File: src/msd_pkg.sv
// ----------------------------------------------------------------------------
// msd_pkg
// Shared widths, request codes and payload types of the mean squared
// displacement accumulator.
// ----------------------------------------------------------------------------
package msd_pkg;

  localparam int COORD_W = 24;           // signed q12.12 coordinate
  localparam int MAG_W   = COORD_W + 1;  // magnitude of a coordinate difference
  localparam int SQ_W    = 2 * MAG_W - 1; // one square, at most 2^48
  localparam int D2_W    = SQ_W + 1;     // sum of three squares, below 2^50
  localparam int SUM_W   = 63;           // saturating lag sum, q39.24
  localparam int CNT_W   = 32;           // saturating pair count
  localparam int LAG_W   = 6;

  // request action codes
  localparam logic [1:0] ACT_PUSH  = 2'd0;
  localparam logic [1:0] ACT_READ  = 2'd1;
  localparam logic [1:0] ACT_CLEAR = 2'd2;

  typedef struct packed {
    logic [1:0]                action;
    logic signed [COORD_W-1:0] pos_x;
    logic signed [COORD_W-1:0] pos_y;
    logic signed [COORD_W-1:0] pos_z;
    logic                      first_of_bead;
    logic [LAG_W-1:0]          lag;
  } msd_req_t;

  typedef struct packed {
    logic [SUM_W-1:0] lag_sum;
    logic [CNT_W-1:0] lag_count;
    logic             overflow;
  } msd_rsp_t;

  // control from the sequencer to the lag accumulator store
  typedef struct packed {
    logic rd_en;
    logic wr_en;
    logic clear;
  } acc_cmd_t;

endpackage

File: src/msd_sqdiff.sv
// ----------------------------------------------------------------------------
// msd_sqdiff
// Shared square-of-difference unit: subtracts two coordinates, takes the
// magnitude and squares it, with a registered result.
// ----------------------------------------------------------------------------
module msd_sqdiff (
  input  logic                               clk,
  input  logic signed [msd_pkg::COORD_W-1:0] a,
  input  logic signed [msd_pkg::COORD_W-1:0] b,
  output logic        [msd_pkg::SQ_W-1:0]    sq
);

  logic signed [msd_pkg::MAG_W-1:0]   diff;
  logic        [msd_pkg::MAG_W-1:0]   mag;
  logic        [2*msd_pkg::MAG_W-1:0] prod;

  // sign-extended difference and its magnitude
  assign diff = {a[msd_pkg::COORD_W-1], a} - {b[msd_pkg::COORD_W-1], b};
  assign mag  = diff[msd_pkg::MAG_W-1] ? msd_pkg::MAG_W'(-diff) : msd_pkg::MAG_W'(diff);
  assign prod = mag * mag;

  // registered square
  always_ff @(posedge clk) begin
    sq <= prod[msd_pkg::SQ_W-1:0];
  end

endmodule

File: config.mk
export PLATFORM = sky130hd
export DESIGN_NAME = msd_sqdiff
export DESIGN_NICKNAME = d
export VERILOG_FILES = /design/src/msd_pkg.sv /design/src/msd_sqdiff.sv
export SDC_FILE = /design/constraint.sdc
export NUM_CORES = 1
export LEC_CHECK = 0
export BUFFER_PORTS_ARGS = -buffer_cell sky130_fd_sc_hd__buf_2
export CAP_MARGIN = 30
export CORE_ASPECT_RATIO = 1.25
export CORE_MARGIN = 4
export CORE_UTILIZATION = 60
export CTS_CLUSTER_SIZE = 24
export DETAILED_ROUTE_END_ITERATION = 8
export PLACE_DENSITY_LB_ADDON = 0.12
export SYNTH_ARGS = -nofsm -noshare
export SYNTH_HDL_FRONTEND = slang
export SYNTH_SLANG_ARGS = --single-unit
File: constraint.sdc
create_clock -name clk -period 10.78 [get_ports clk]
set_input_delay 0 -clock clk [delete_from_list [all_inputs] [get_ports clk]]
set_output_delay 0 -clock clk [all_outputs]
set_load 0.01 [all_outputs]
==> metrics.csv <==
stage,metric,value,unit
logic_synthesis,ys_seq_area_frac,0.0472,
placed_design,port_buffers,96,
placed_design,gp_congestion,0.952,
layout,layout.nets,3084,
logic_synthesis,yosysTopAreaCell,fa_1,
logic_synthesis,ys_ff_latch,48,
timing,hold_violations,0,
floorplan,chipHeight,214,um
hold_path,hold_path_startpoint,a[22],
cts,clk_pin_slew,70,ps
timing,fin_crit,10230,ps
routing,via_count,15536,
logic_synthesis,ys_warn_count,0,
global_route,grt_start_max_net_pins,26,
hold_path,hold_path_depth,6,
routing,vias_per_cell,5.57,
cts,cts_hold_buffers,0,
logic_synthesis,async_flop_share,0,
worst_setup_path,slowest_stage,fa_1,
cts,cts-htree-levels,2,
timing,relSlewSlack,0.483,
placed_design,hpwl,46000,um
worst_setup_path,worst-setup-path-type,primary input to register,
placed_design,place_area,0.0217,mm^2
worst_setup_path,cp_max_fo,7,
timing,max_freq,97.7,MHz
layout,area_growth,7.32,%
cts,cts_buffers,5,
layout,reg_top3,sq (48),
floorplan,io_pins,98,
hold_path,min_to,sq[48]$_DFF_P_,
floorplan,core,0.0335,mm^2
logic_synthesis,synth_common_cells,"inv_1 (572), fa_1 (470), nor2_1 (232), ha_1 (200), nand2_1 (169)",
layout,largest_register_ffs,48,
job,drv_cap,0,
floorplan,die_area,0.0370,mm^2
layout,drive_gt1_frac,0.0922,
global_route,antenna_found_initial,0,
timing,setup_viol,0,
logic_synthesis,synthTopCellsByArea,"fa_1 (46%), ha_1 (12%), inv_1 (11%)",
worst_setup_path,cp-end-kind,register,
worst_setup_path,cp.arrival,10430,ps
hold_path,hold_path_class,primary input to register,
global_route,grt_pass1_vias,17607,
timing,finalSetupTns,0,ps
cts,clockBufferDepth,2,
logic_synthesis,yosysMostFrequentCell,inv_1,
timing,worst_pin_slew,767,ps
logic_synthesis,synth_area,0.0204,mm^2
floorplan,die_w,173,um
floorplan,initial_core_util,0.608,
routing,wl_per_cell,19.3,um
global_route,grt_pass1_wl,89000,um
timing,drv_slew,0,
logic_synthesis,synth_edf_count,0,
logic_synthesis,synth_cell_types,85,
cts,cts.sinks,48,
layout,utilization,0.652,
floorplan,rows,75,
routing,ant_nets,0,
worst_setup_path,cp_slowest_stage_delay,540,ps
logic_synthesis,synth.top_cell.area_share,0.462,
cts,cts_tree,done,
logic_synthesis,syn_inst,2247,
timing,rsz0062_at_grt,false,
global_route,grt_overflow,0,
worst_setup_path,cp_common_cell,fa_1,
logic_synthesis,ys.flop_type,dfxtp_1,
layout,postLayoutCellArea,0.0219,mm^2
global_route,gr-usage-all-layers,0.304,
routing,dr.pass1.iters,5,
timing,period_share,0.949,
cts,root_buffer,clkbuf_16,
run_status,outcome,finished clean,
logic_synthesis,postSynthAreaPerCell,9.06,um^2
layout,largest_register,sq,
routing,drt_iter0_drc,887,
worst_setup_path,worst_setup_path_start_kind,primary input,
worst_setup_path,required,10980,ps
routing,drc_errors,0,
layout,diodes,0,
routing,drt-total-wl,53800,um
[layer usage]
metal | up-vias | wire, um | track usage
met5 | - | 0 | 0
met4 | 0 | 3530 | 0.165
met3 | 220 | 2580 | 0.0319
met2 | 563 | 28600 | 0.569
met1 | 7758 | 19100 | 0.339
li1 | 6995 | - | -
[worst max-delay path: cells and delay by family]
kind,cells,cell delay (ps)
buffers and inverters,11,1070
XOR/XNOR,3,860
adder cells (fa/ha/maj),10,4520
AND/OR/NAND/NOR,8,1600
AO/OA/AOI/OAI,9,2350
[final cells by class]
| class | count | area (um^2) |
|---|---|---|
| fillers | 2874 | 11600 |
| inverters | 581 | 2180 |
| multi-input cells | 1560 | 17000 |
| repair buffers | 169 | 1070 |
| clock buffers | 5 | 125 |
| flip-flops and latches | 48 | 961 |
| clock inverters | 1 | 30.0 |
| well taps | 423 | 529 |
[per-stage QoR]
step / setup WS (ps) / hold slack, ps / cells
floorplan: 1280 / 304 / 2264
detailed placement: 137 / 394 / 2781
CTS: 422 / 605 / 2787
global placement: 157 / 395 / 2781
finish: 546 / 614 / 2787
global route: 20.4 / 665 / 2787
[cell usage in the layout, fill, tap and decap left out, types with 48 or more instances in the layout]
cell / instances
buf_4: 70
buf_2: 96
ha_1: 200
dfxtp_1: 48
a21oi_1: 71
nand2_1: 169
nor2_1: 232
xnor2_1: 49
inv_1: 572
fa_1: 470
[timing repair]
item	4_1_cts	5_1_grt
endpoints found under the hold margin	0	0
endpoints found under the setup margin	0	5
buffers inserted	0	0
resized for setup	0	3
[worst max-delay path by stage]
stage          startpoint              to  cells past startpoint
6_report             a[0]  sq[48]$_DFF_P_                     41
5_1_grt              a[0]  sq[48]$_DFF_P_                     41
4_1_cts              a[0]  sq[48]$_DFF_P_                     41
3_5_place_dp         a[0]  sq[48]$_DFF_P_                     41
3_3_place_gp         a[0]  sq[48]$_DFF_P_                     41
2_1_floorplan        a[0]  sq[48]$_DFF_P_                     37
[logic make-up after synthesis]
logic type / synth area share
buffers and inverters: 0.125
xor gates and xnor gates: 0.0405
adders and majority gates: 0.585
AOI/OAI and AO/OA: 0.0852
DFF: 0.0472
muxes: 0.00104
other: 0.000369
and+or+nand+nor: 0.116
Power is not shown: default switching activity piles up to over one toggle a cycle in this logic, so the estimate is an artifact.
